### src/synchrophasor_frame_deframer_top_assert.svh
// assertion macros shared by the deframer modules
`ifndef SYNCHROPHASOR_FRAME_DEFRAMER_TOP_ASSERT_SVH
`define SYNCHROPHASOR_FRAME_DEFRAMER_TOP_ASSERT_SVH

`ifndef ASSERT_OFF

// antecedent holds -> consequent holds in the same cycle
`define SFD_ASSERT_IMPLY(label, clk, rst_n, ante, cons) \
    label: assert property (@(posedge clk) disable iff (!(rst_n)) (ante) |-> (cons)) \
        else $error("assertion failed: same-cycle implication");

// antecedent holds -> consequent holds in the next cycle
`define SFD_ASSERT_NEXT(label, clk, rst_n, ante, cons) \
    label: assert property (@(posedge clk) disable iff (!(rst_n)) (ante) |=> (cons)) \
        else $error("assertion failed: next-cycle implication");

`else

`define SFD_ASSERT_IMPLY(label, clk, rst_n, ante, cons)
`define SFD_ASSERT_NEXT(label, clk, rst_n, ante, cons)

`endif

`endif

### src/sfd_pkg.sv
`timescale 1ns / 1ps
`default_nettype none

package sfd_pkg;

    localparam logic [7:0]  SYNC_BYTE = 8'hAA;
    localparam logic [15:0] CRC_INIT  = 16'hFFFF;
    localparam logic [15:0] HDR_LEN   = 16'd14;
    localparam logic [15:0] MIN_SIZE  = 16'd16;
    localparam logic [2:0]  TYPE_MAX  = 3'd4;

    // header byte positions
    localparam logic [15:0] POS_SYNC_HI = 16'd0;
    localparam logic [15:0] POS_SYNC_LO = 16'd1;
    localparam logic [15:0] POS_SIZE_LO = 16'd3;
    localparam logic [15:0] POS_ID      = 16'd4;
    localparam logic [15:0] POS_SOC     = 16'd6;
    localparam logic [15:0] POS_FRAC    = 16'd10;

    typedef enum logic {
        KIND_PAYLOAD = 1'b0,
        KIND_REPORT  = 1'b1
    } t_kind;

    typedef enum logic [2:0] {
        ST_OK         = 3'd0,
        ST_BAD_SYNC   = 3'd1,
        ST_CRC_ERR    = 3'd2,
        ST_BAD_TYPE   = 3'd3,
        ST_TOO_SHORT  = 3'd4
    } t_status;

    typedef struct packed {
        t_kind       kind;
        logic [7:0]  payload_byte;
        logic [15:0] payload_offset;
        logic [2:0]  frame_type;
        logic [3:0]  version;
        logic [15:0] frame_size;
        logic [15:0] station_id;
        logic [31:0] second_of_century;
        logic [31:0] fraction_of_second;
        t_status     status;
        logic        last;
    } t_result;

    // crc-ccitt 0x1021, one byte, msb first
    function automatic logic [15:0] crc_update(input logic [15:0] crc, input logic [7:0] b);
        logic [7:0]  t;
        logic [7:0]  q;
        logic [15:0] c;
        t = crc[15:8] ^ b;
        q = t ^ (t >> 4);
        c = {crc[7:0], 8'h00};
        c = c ^ {8'h00, q};
        c = c ^ {3'b000, q, 5'b00000};
        c = c ^ {q[3:0], 12'h000};
        return c;
    endfunction

endpackage

`default_nettype wire

### src/sfd_parser.sv
`timescale 1ns / 1ps
`default_nettype none

`include "synchrophasor_frame_deframer_top_assert.svh"

module sfd_parser (
    input  wire logic            i_clk,
    input  wire logic            i_rst_n,
    input  wire logic            i_take,
    input  wire logic [7:0]      i_data_byte,
    output sfd_pkg::t_result     o_res,
    output logic                 o_res_valid
);

    logic [15:0] r_pos,     n_pos;
    logic [15:0] r_crc,     n_crc;
    logic [15:0] r_sync,    n_sync;
    logic [15:0] r_size,    n_size;
    logic [15:0] r_id,      n_id;
    logic [31:0] r_soc,     n_soc;
    logic [31:0] r_frac,    n_frac;
    logic [7:0]  r_crc_hi,  n_crc_hi;

    logic [15:0] crc_next;
    logic [16:0] pos_plus2;
    logic [15:0] rx_crc;
    logic [15:0] sync_lo_word;
    logic [15:0] size_shift;

    assign crc_next     = sfd_pkg::crc_update(r_crc, i_data_byte);
    assign pos_plus2    = {1'b0, r_pos} + 17'd2;
    assign rx_crc       = {r_crc_hi, i_data_byte};
    assign sync_lo_word = {sfd_pkg::SYNC_BYTE, i_data_byte};
    assign size_shift   = {r_size[7:0], i_data_byte};

    always_comb begin
        n_pos       = r_pos;
        n_crc       = r_crc;
        n_sync      = r_sync;
        n_size      = r_size;
        n_id        = r_id;
        n_soc       = r_soc;
        n_frac      = r_frac;
        n_crc_hi    = r_crc_hi;
        o_res       = '0;
        o_res_valid = 1'b0;

        if (r_pos == sfd_pkg::POS_SYNC_HI) begin
            // hunting: drop anything but the sync byte
            if (i_data_byte == sfd_pkg::SYNC_BYTE) begin
                n_sync = {sfd_pkg::SYNC_BYTE, 8'h00};
                n_crc  = sfd_pkg::crc_update(sfd_pkg::CRC_INIT, i_data_byte);
                n_pos  = 16'd1;
            end
        end else if (r_pos == sfd_pkg::POS_SYNC_LO) begin
            n_sync = sync_lo_word;
            if (i_data_byte[7]) begin
                o_res_valid      = 1'b1;
                o_res.kind       = sfd_pkg::KIND_REPORT;
                o_res.frame_type = i_data_byte[6:4];
                o_res.version    = i_data_byte[3:0];
                o_res.status     = sfd_pkg::ST_BAD_SYNC;
                o_res.last       = 1'b1;
                n_pos            = '0;
                n_crc            = sfd_pkg::CRC_INIT;
            end else begin
                n_crc = crc_next;
                n_pos = 16'd2;
            end
        end else if (r_pos < sfd_pkg::HDR_LEN) begin
            n_crc = crc_next;
            n_pos = r_pos + 16'd1;
            if (r_pos < sfd_pkg::POS_ID) begin
                n_size = size_shift;
                if (r_pos == sfd_pkg::POS_SIZE_LO && size_shift < sfd_pkg::MIN_SIZE) begin
                    o_res_valid      = 1'b1;
                    o_res.kind       = sfd_pkg::KIND_REPORT;
                    o_res.frame_type = r_sync[6:4];
                    o_res.version    = r_sync[3:0];
                    o_res.frame_size = size_shift;
                    o_res.status     = sfd_pkg::ST_TOO_SHORT;
                    o_res.last       = 1'b1;
                    n_pos            = '0;
                    n_crc            = sfd_pkg::CRC_INIT;
                end
            end else if (r_pos < sfd_pkg::POS_SOC) begin
                n_id = {r_id[7:0], i_data_byte};
            end else if (r_pos < sfd_pkg::POS_FRAC) begin
                n_soc = {r_soc[23:0], i_data_byte};
            end else begin
                n_frac = {r_frac[23:0], i_data_byte};
            end
        end else if (pos_plus2 < {1'b0, r_size}) begin
            n_crc                = crc_next;
            n_pos                = r_pos + 16'd1;
            o_res_valid          = 1'b1;
            o_res.kind           = sfd_pkg::KIND_PAYLOAD;
            o_res.payload_byte   = i_data_byte;
            o_res.payload_offset = r_pos - sfd_pkg::HDR_LEN;
        end else if (pos_plus2 == {1'b0, r_size}) begin
            n_crc_hi = i_data_byte;
            n_pos    = r_pos + 16'd1;
        end else begin
            o_res_valid              = 1'b1;
            o_res.kind               = sfd_pkg::KIND_REPORT;
            o_res.frame_type         = r_sync[6:4];
            o_res.version            = r_sync[3:0];
            o_res.frame_size         = r_size;
            o_res.station_id         = r_id;
            o_res.second_of_century  = r_soc;
            o_res.fraction_of_second = r_frac;
            o_res.last               = 1'b1;
            if (r_sync[6:4] > sfd_pkg::TYPE_MAX) begin
                o_res.status = sfd_pkg::ST_BAD_TYPE;
            end else if (rx_crc != r_crc) begin
                o_res.status = sfd_pkg::ST_CRC_ERR;
            end else begin
                o_res.status = sfd_pkg::ST_OK;
            end
            n_pos = '0;
            n_crc = sfd_pkg::CRC_INIT;
        end
    end

    always_ff @(posedge i_clk) begin
        if (!i_rst_n) begin
            r_pos    <= '0;
            r_crc    <= sfd_pkg::CRC_INIT;
            r_sync   <= '0;
            r_size   <= '0;
            r_id     <= '0;
            r_soc    <= '0;
            r_frac   <= '0;
            r_crc_hi <= '0;
        end else if (i_take) begin
            r_pos    <= n_pos;
            r_crc    <= n_crc;
            r_sync   <= n_sync;
            r_size   <= n_size;
            r_id     <= n_id;
            r_soc    <= n_soc;
            r_frac   <= n_frac;
            r_crc_hi <= n_crc_hi;
        end
    end

    // a report always sends the parser back to hunting
    `SFD_ASSERT_NEXT(a_report_restarts, i_clk, i_rst_n, i_take && o_res_valid && o_res.kind == sfd_pkg::KIND_REPORT, r_pos == '0)
    // inside a frame the captured sync always opens with the sync byte
    `SFD_ASSERT_IMPLY(a_sync_held, i_clk, i_rst_n, r_pos != '0, r_sync[15:8] == sfd_pkg::SYNC_BYTE)

endmodule

`default_nettype wire

### src/synchrophasor_frame_deframer_top.sv
// channel   direction  handshake           word
// input     in         i_valid / o_ready   i_data_byte, one stream byte
// result    out        o_valid / i_ready   o_result_kind .. o_last, payload byte or report
//
// one byte is taken per cycle while o_ready is high; its result, if any, is registered in the head or skid entry
// the crc update and header capture run between the parser state and the result register
// a two-entry result buffer (head plus skid) keeps input open while one result waits
// o_ready drops only when both entries hold results
// synchronous active-low reset puts the parser in hunting with crc at 0xffff
`timescale 1ns / 1ps
`default_nettype none

`include "synchrophasor_frame_deframer_top_assert.svh"

module synchrophasor_frame_deframer_top (
    input  wire logic        i_clk,
    input  wire logic        i_rst_n,
    // input channel
    input  wire logic        i_valid,
    output logic             o_ready,
    input  wire logic [7:0]  i_data_byte,
    // result channel
    output logic             o_valid,
    input  wire logic        i_ready,
    output logic             o_result_kind,
    output logic [7:0]       o_payload_byte,
    output logic [15:0]      o_payload_offset,
    output logic [2:0]       o_frame_type,
    output logic [3:0]       o_version,
    output logic [15:0]      o_frame_size,
    output logic [15:0]      o_station_id,
    output logic [31:0]      o_second_of_century,
    output logic [31:0]      o_fraction_of_second,
    output logic [2:0]       o_status,
    output logic             o_last
);

    // input word accepted this cycle
    logic             take;
    // parser result for the word being taken
    sfd_pkg::t_result res;
    logic             res_valid;
    logic             push;
    logic             pop;

    // head entry drives the outputs, skid entry catches a result while head stalls
    sfd_pkg::t_result r_head, n_head;
    logic             r_head_valid, n_head_valid;
    sfd_pkg::t_result r_skid, n_skid;
    logic             r_skid_valid, n_skid_valid;

    assign o_ready = !r_skid_valid;
    assign take    = i_valid && o_ready;
    assign push    = take && res_valid;
    assign pop     = r_head_valid && i_ready;

    sfd_parser u_parser (
        .i_clk       (i_clk),
        .i_rst_n     (i_rst_n),
        .i_take      (take),
        .i_data_byte (i_data_byte),
        .o_res       (res),
        .o_res_valid (res_valid)
    );

    // buffer update: skid moves up on a pop, new result fills the first free entry
    always_comb begin
        n_head       = r_head;
        n_head_valid = r_head_valid;
        n_skid       = r_skid;
        n_skid_valid = r_skid_valid;
        if (pop) begin
            if (r_skid_valid) begin
                n_head       = r_skid;
                n_head_valid = 1'b1;
                n_skid_valid = 1'b0;
            end else begin
                n_head       = res;
                n_head_valid = push;
            end
        end else if (!r_head_valid) begin
            n_head       = res;
            n_head_valid = push;
        end else if (push) begin
            n_skid       = res;
            n_skid_valid = 1'b1;
        end
    end

    always_ff @(posedge i_clk) begin
        if (!i_rst_n) begin
            r_head_valid <= 1'b0;
            r_skid_valid <= 1'b0;
        end else begin
            r_head_valid <= n_head_valid;
            r_skid_valid <= n_skid_valid;
        end
    end

    // result payload, no reset needed
    always_ff @(posedge i_clk) begin
        r_head <= n_head;
        r_skid <= n_skid;
    end

    assign o_valid              = r_head_valid;
    assign o_result_kind        = r_head.kind;
    assign o_payload_byte       = r_head.payload_byte;
    assign o_payload_offset     = r_head.payload_offset;
    assign o_frame_type         = r_head.frame_type;
    assign o_version            = r_head.version;
    assign o_frame_size         = r_head.frame_size;
    assign o_station_id         = r_head.station_id;
    assign o_second_of_century  = r_head.second_of_century;
    assign o_fraction_of_second = r_head.fraction_of_second;
    assign o_status             = r_head.status;
    assign o_last               = r_head.last;

    // skid never holds a result while the head is empty
    `SFD_ASSERT_IMPLY(a_skid_needs_head, i_clk, i_rst_n, r_skid_valid, r_head_valid)
    // popping with a full skid leaves exactly the skid result in the head
    `SFD_ASSERT_NEXT(a_skid_drains, i_clk, i_rst_n, pop && r_skid_valid, r_head_valid && !r_skid_valid)

endmodule

`default_nettype wire

### config.mk
export PLATFORM = sky130hd
export DESIGN_NAME = synchrophasor_frame_deframer_top
export DESIGN_NICKNAME = d
export VERILOG_FILES = /design/src/sfd_pkg.sv /design/src/sfd_parser.sv /design/src/synchrophasor_frame_deframer_top.sv
export VERILOG_INCLUDE_DIRS = /design/src /design/src/src
export SDC_FILE = /design/constraint.sdc
export NUM_CORES = 1
export LEC_CHECK = 0
export BUFFER_PORTS_ARGS = -buffer_cell sky130_fd_sc_hd__buf_2
export CAP_MARGIN = 25
export CELL_PAD_IN_SITES_DETAIL_PLACEMENT = 1
export CELL_PAD_IN_SITES_GLOBAL_PLACEMENT = 1
export CORE_ASPECT_RATIO = 0.5
export CORE_MARGIN = 2
export CORE_UTILIZATION = 50
export CTS_BUF_LIST = sky130_fd_sc_hd__clkbuf_8
export DETAILED_ROUTE_END_ITERATION = 10
export PLACE_DENSITY = 0.87
export SYNTH_ARGS = -nofsm -noshare
export SYNTH_HDL_FRONTEND = slang
export SYNTH_SLANG_ARGS = --single-unit
### constraint.sdc
create_clock -name i_clk -period 26.1 [get_ports i_clk]
set_input_delay 6.525 -clock i_clk [delete_from_list [all_inputs] [get_ports i_clk]]
set_output_delay 6.525 -clock i_clk [all_outputs]
set_load 0.02 [all_outputs]
Yosys cells after proc, flatten, opt, wreduce, memory -nomap -nowiden:

Cells that the tools add are included.

* $add $sub $neg: 3
* multipliers: 0
* div/mod/pow operators: 0
* magnitude comparators: 7
* equal/unequal tests: 8
* shift operators: 0
* muxes and demuxes: 58
* bitwise operators: 18
* reductions and logical operators: 18

Operators by type and width (number)
* $mux 132: 4
* $mux 16: 17
* $mux 107: 2
* $mux 96: 1
* $mux 80: 1
* $mux 24: 3
* $mux 23: 3
* $mux 7: 5
* $lt 16x3->1 const B: 2
* $lt 16x4->1 const B: 2
* $xor 16x13->16: 2
* $xor 16x16->16: 2
* $add 16x2->17 const B: 1
* $eq 17x16->1: 1
* $lt 17x16->1: 1
* $add 16x1->16 const B: 1
* $eq 16x1->1 const B: 1
* $eq 16x2->1 const B: 1
* $logic_not 16->1: 1
* $lt 16x5->1 const B: 1
* $mux 4: 4
* $ne 16x16->1: 1
* $sub 16x4->16 const B: 1
* $xor 16x8->16: 1
* other kinds (19): 53

* flip-flop bits (word level): 409
* latch bits: 0
* memory bits (writable): 0
* ROM bits: 0
* output and inout bits: 134
* logic and storage cells: 144
* memories kept: 0

Longest topological paths before layout:

* word-level depth: 10
* gate-level depth with buffers: 19
* gate-level depth less buffers: 14

Hierarchy:

A second synthesis with hierarchy kept.

* cells, all modules: 1485
* area total of the unflattened synthesis: 17641.9 sq um

Modules (own cells, without submodules)
* synchrophasor_frame_deframer_top: times used 1, cells an instance 425, area each 9645.5 sq um, sequential area each 7967.6 sq um
* sfd_parser: times used 1, cells an instance 1060, area each 7996.4 sq um, sequential area each 2862.7 sq um

Least setup slack after synthesis:

Ideal clock, no wire load.

* path type: input-to-reg
* start point: input port i_ready
* end point: register r_skid[100] in the netlist's numbering (enable)
* library setup time: 1239 ps
* data arrival time: 14856 ps
* setup slack: 10005 ps
* stages: 3
* cells stage by stage: inv_1 nand2_1 nor2_1

* longest elaborated chain between the ends: 3

RTL lines
* from (decl): line synchrophasor_frame_deframer_top.sv:24 `input wire logic i_ready,`
* $logic_and 1x1->1: line synchrophasor_frame_deframer_top.sv:55 `assign pop = r_head_valid && i_ready;`
* $not 1->1 (no line)
* $reduce_and 3->1 (no line)
* to (signal assigned): line synchrophasor_frame_deframer_top.sv:103 `r_skid <= n_skid;`
* to (decl): line synchrophasor_frame_deframer_top.sv:49 `sfd_pkg::t_result r_skid, n_skid;`

No other way between the ends.
A chain may end at the register's enable or synchronous reset.

Worst setup path after layout:

* start point: input port i_data_byte[5]
* end point: register r_skid[115] in the netlist's numbering (enable)

* longest elaborated chain between the ends: 9

RTL lines
* from (decl): line synchrophasor_frame_deframer_top.sv:21 `input wire logic [7:0] i_data_byte,`
* $lt 16x5->1: line sfd_parser.sv:75 `if (r_pos == sfd_pkg::POS_SIZE_LO && size_shift < sfd_pkg::MIN_SIZE) begin`
* $logic_and 1x1->1: line sfd_parser.sv:75
* $mux 1: line sfd_parser.sv:75
* $mux 1: line sfd_parser.sv:73 `if (r_pos < sfd_pkg::POS_ID) begin`
* $mux 1: line sfd_parser.sv:70 `end else if (r_pos < sfd_pkg::HDR_LEN) begin`
* $mux 1: line sfd_parser.sv:55 `end else if (r_pos == sfd_pkg::POS_SYNC_LO) begin`
* $mux 1: line sfd_parser.sv:48 `if (r_pos == sfd_pkg::POS_SYNC_HI) begin`
* $logic_and 1x1->1: line synchrophasor_frame_deframer_top.sv:54 `assign push = take && res_valid;`
* $reduce_and 3->1 (no line)

No other way between the ends.

==> parameters.txt <==
Parameter                              Value

Floorplanning
  Placement Rows    48
  Die extent in y    137 µm
  Starting density of the core    51.2%
  Area inside the core boundary    34700 µm²
  Overall die area    37100 µm²
  Die Width    271 µm
  Number of primary I/O pins    146

Timing
  RSZ-0062 raised after global routing    no
  Count of endpoints failing hold in the final timing report    0
  Max Clock Freq    0.102 GHz
  Measured slew at the worst slew-check pin    1.01 ns
  Final number of max-transition violations    0
  Fin crit share    37.6%
  Setup total negative slack    0 ns
  Max-slew headroom at the worst pin    32.4%
  Hold Worst Slack    0.467 ns
  Skew final    0.0246 ns
  Count of endpoints failing setup in the final report    0
  Final Critical Period    9.81 ns

CTS
  Number of gates resized after cts    0
  Clock latency of the later-clocked register in the worst-skew pair    0.62 ns
  Cell chosen for the clock root    sky130_fd_sc_hd__clkbuf_8
  Hold buffer count at cts    0
  Count of H-tree levels built during CTS    2
  Post-CTS setup-driven buffer insertion count    0
  CTS tree    done
  Maximum clock path buffer count    3
  Clock buffers created by TritonCTS    56
  Clock transition at the registers of the reported paths    0.07 ns
  Num Clock Sinks    407

Synth
  Number of register bits inferred by synthesis    407
  Gate count of the mapped netlist    1496
  Library cell with the largest summed area after synthesis    sky130_fd_sc_hd__edfxtp_1
  Part of the Yosys area used for sequential elements    60.6%
  Warning count from the yosys run    0
  Cell Area, Synth    17800 µm²
  Mean instance size in the synthesized netlist    11.9 µm²
  Prevailing post-synth register cell    sky130_fd_sc_hd__edfxtp_1
  Top post-synthesis cells by count    sky130_fd_sc_hd__edfxtp_1 (262), sky130_fd_sc_hd__nand2_1 (215), sky130_fd_sc_hd__dfxtp_1 (145)
  Number of enable-type register cells in the synthesized netlist    262
  Async S/R FF share, synth    0%
  Top area cells in the synthesized netlist    sky130_fd_sc_hd__edfxtp_1 (44%), sky130_fd_sc_hd__dfxtp_1 (16%), sky130_fd_sc_hd__mux2_2 (6.7%)
  Most common cell in the synthesized netlist    sky130_fd_sc_hd__edfxtp_1
  Post-synthesis net count    1529
  Number of distinct library cells after synthesis    72
  Yosys top cell area share    44.3%

Global routing
  Via count of the first global-routing pass    12807
  Total track usage    24.9%
  Initial antenna violation count    1
  Pin count of the biggest net entering global routing    87
  Wire length of the first global-routing pass    72.7 mm
  Overflow left after global routing    0

Critical path
  WP data required    26.34 ns
  Maximum fanout along the worst path    71
  Origin of the critical flop-to-flop path    u_parser.r_pos[1]
  Cell with the most instances on the worst path    sky130_fd_sc_hd__buf_4
  Data arrival at the endpoint of the critical path    10.05 ns
  Delay contributed by the slowest stage of the critical path    0.85 ns
  Highest-delay cell along the critical path    sky130_fd_sc_hd__buf_4
  Sequence of cells on the critical path    buf_2, nor4_1, nand4_1, a21o_1, o21ai_0, nand2_1, nor2_4, buf_4, buf_4
  CP Launch Point    i_data_byte[5]
  Worst Setup Path Type    in -> reg
  Type of origin of the critical path    input pin
  CP endpoint kind    flip-flop

Placed design
  IO buf count    145
  Total cell area at the placement stage    18800 µm²
  Sum of net half-perimeters after detailed placement    30.2 mm
  Global placer's final weighted congestion    0.866
  Number of placed instances with taps included    2025

Drt
  Length of the first detailed-routing pass in iterations    5
  Routed wire length    47.1 mm
  Number of nets with antenna violations after detailed routing    0
  Vias after detailed routing    12154
  Average via count per standard cell    5.70
  Drc violations    0
  Iteration-0 DRC count of the detailed router    926
  Routed length per instance    22.1 µm

Min path
  Start point of the worst min-delay path    u_parser.r_frac[30]
  Path type of the worst min-delay path    reg -> reg

Layout
  Area growth syn-to-layout    12.1%
  Area used by multi-input combinational logic    6440 µm²
  Share of final-layout standard cells stronger than drive strength 1    22.0%
  Final net count    1644
  Final instance count without filler cells    2134
  Area used by sequential logic in the layout    10800 µm²
  Cell area after layout    19900 µm²
  Number of fill cells in the layout    3668

Pwr
  Worst voltage drop across the vdd grid    27.3 µV
  Areal power density over the cells    58.8 nW/µm²
  Lkg Pwr    8.22 nW

Outcome
  Result of the run    finished, final reports clean

Flow run
  # Max-Cap Violations    0
## worst max-delay path, delay by kind of cell
family                 cells  cell delay (ns)
buffers and inverters      3             1.68
AO/OA/AOI/OAI              2             0.46
AND/OR/NAND/NOR            4             1.29
## final timing paths
check / to / slack (ns) / cells past startpoint
setup / recovery: r_skid[115] / 16.29 / 9
hold / removal: u_parser.r_frac[30] / 0.47 / 2
setup reg to reg: r_skid[115] / 19.68 / 16
hold reg to reg: u_parser.r_frac[30] / 0.47 / 2
## cell type report
cell class	instances	share of cell area [%]
clock buffers	61	4.22
multi-input cells	951	32.3
well taps	475	2.98
clock inverters	44	1.07
diodes	1	0.0126
repair buffers	165	4.71
flip-flops and latches	407	54.1
inverters	30	0.566
## state kept, by name, indices dropped and copies added (netlist names)
name and count:
o_version 4, o_station_id 16, o_frame_size 16, u_parser.r_sync 7, u_parser.r_pos 16, u_parser.r_frac 32
u_parser.r_size 16, u_parser.r_soc 32, o_result_kind 1, o_valid 1, r_skid_valid 1, o_payload_offset 16
o_second_of_century 32, o_fraction_of_second 32, o_payload_byte 8, o_status 3, u_parser.r_crc 16, u_parser.r_id 16
u_parser.r_crc_hi 8, o_frame_type 3, r_skid 131
## per-stage QoR
stage | power [mW] | util, % | setup slack, ns
after floorplan | 0.703 | - | 10.01
after global placement | 0.708 | 54.0 | 15.96
after detailed placement | 0.708 | 54.1 | 15.68
after CTS | 1.18 | 57.1 | 16.33
after global routing | 1.21 | 57.4 | 16.12
final | 1.17 | 57.4 | 16.29
## cells by family (layout without fill, tap and decap cells)
| logic type | after synthesis | after routing | synth area share (%) |
|---|---|---|---|
| simple gates | 532 | 532 | 15.0 |
| flops | 407 | 407 | 60.6 |
| compound gates | 199 | 199 | 8.01 |
| buf+inv | 138 | 300 | 3.38 |
| mux | 135 | 135 | 8.35 |
| xor+xnor | 64 | 64 | 3.16 |
| fa+ha+maj | 21 | 21 | 1.48 |
| other cells | 0 | 1 | 0 |
## metal layers
metal	GRT usage (%)	wire (µm)
met5	0	0
met4	8.04	1260
met3	4.32	2160
met2	43.6	23400
met1	31.9	20300
## where the power goes
group / leakage, nW / total (mW) / internal [mW] / switching (mW)
combinational: 3.80 / 0.0176 / 0.00614 / 0.0115
clock: 0.602 / 0.477 / 0.226 / 0.251
sequential: 3.82 / 0.677 / 0.677 / 0.000205
total: 8.22 / 1.17 / 0.909 / 0.263
## placed cells by master (no fill, tap or decap), types with 5 or more instances in the layout
cell type                   netlist  final
sky130_fd_sc_hd__a21boi_0        49     49
sky130_fd_sc_hd__a22o_1           5      5
sky130_fd_sc_hd__mux2i_1         30     30
sky130_fd_sc_hd__nand2_1        215    214
sky130_fd_sc_hd__o21ai_0         29     29
sky130_fd_sc_hd__buf_2           27    144
sky130_fd_sc_hd__buf_4            4     17
sky130_fd_sc_hd__o2bb2ai_1        6      6
sky130_fd_sc_hd__nor2_1          61     59
sky130_fd_sc_hd__xor2_1          30     30
sky130_fd_sc_hd__nand3_1         38     37
sky130_fd_sc_hd__nor2b_1         35     35
sky130_fd_sc_hd__nor3_1          27     26
sky130_fd_sc_hd__ha_1            21     21
sky130_fd_sc_hd__nand2b_1         7      7
sky130_fd_sc_hd__xnor2_1         34     34
sky130_fd_sc_hd__edfxtp_1       262    262
sky130_fd_sc_hd__mux2_2         105    105
sky130_fd_sc_hd__inv_1           30     47
sky130_fd_sc_hd__a31oi_1          8      8
sky130_fd_sc_hd__dfxtp_1        145    145
sky130_fd_sc_hd__nand4_1         12     12
sky130_fd_sc_hd__clkbuf_8         0     61
sky130_fd_sc_hd__a21oi_1         20     20
sky130_fd_sc_hd__o31ai_1         22     22
sky130_fd_sc_hd__clkinv_1         0     20
sky130_fd_sc_hd__and2_1          10     10
sky130_fd_sc_hd__nor4_1           7      7
sky130_fd_sc_hd__a21boi_1        23     23
sky130_fd_sc_hd__and3_1          88     88
Note: power is estimated with default switching activity, not from simulation.
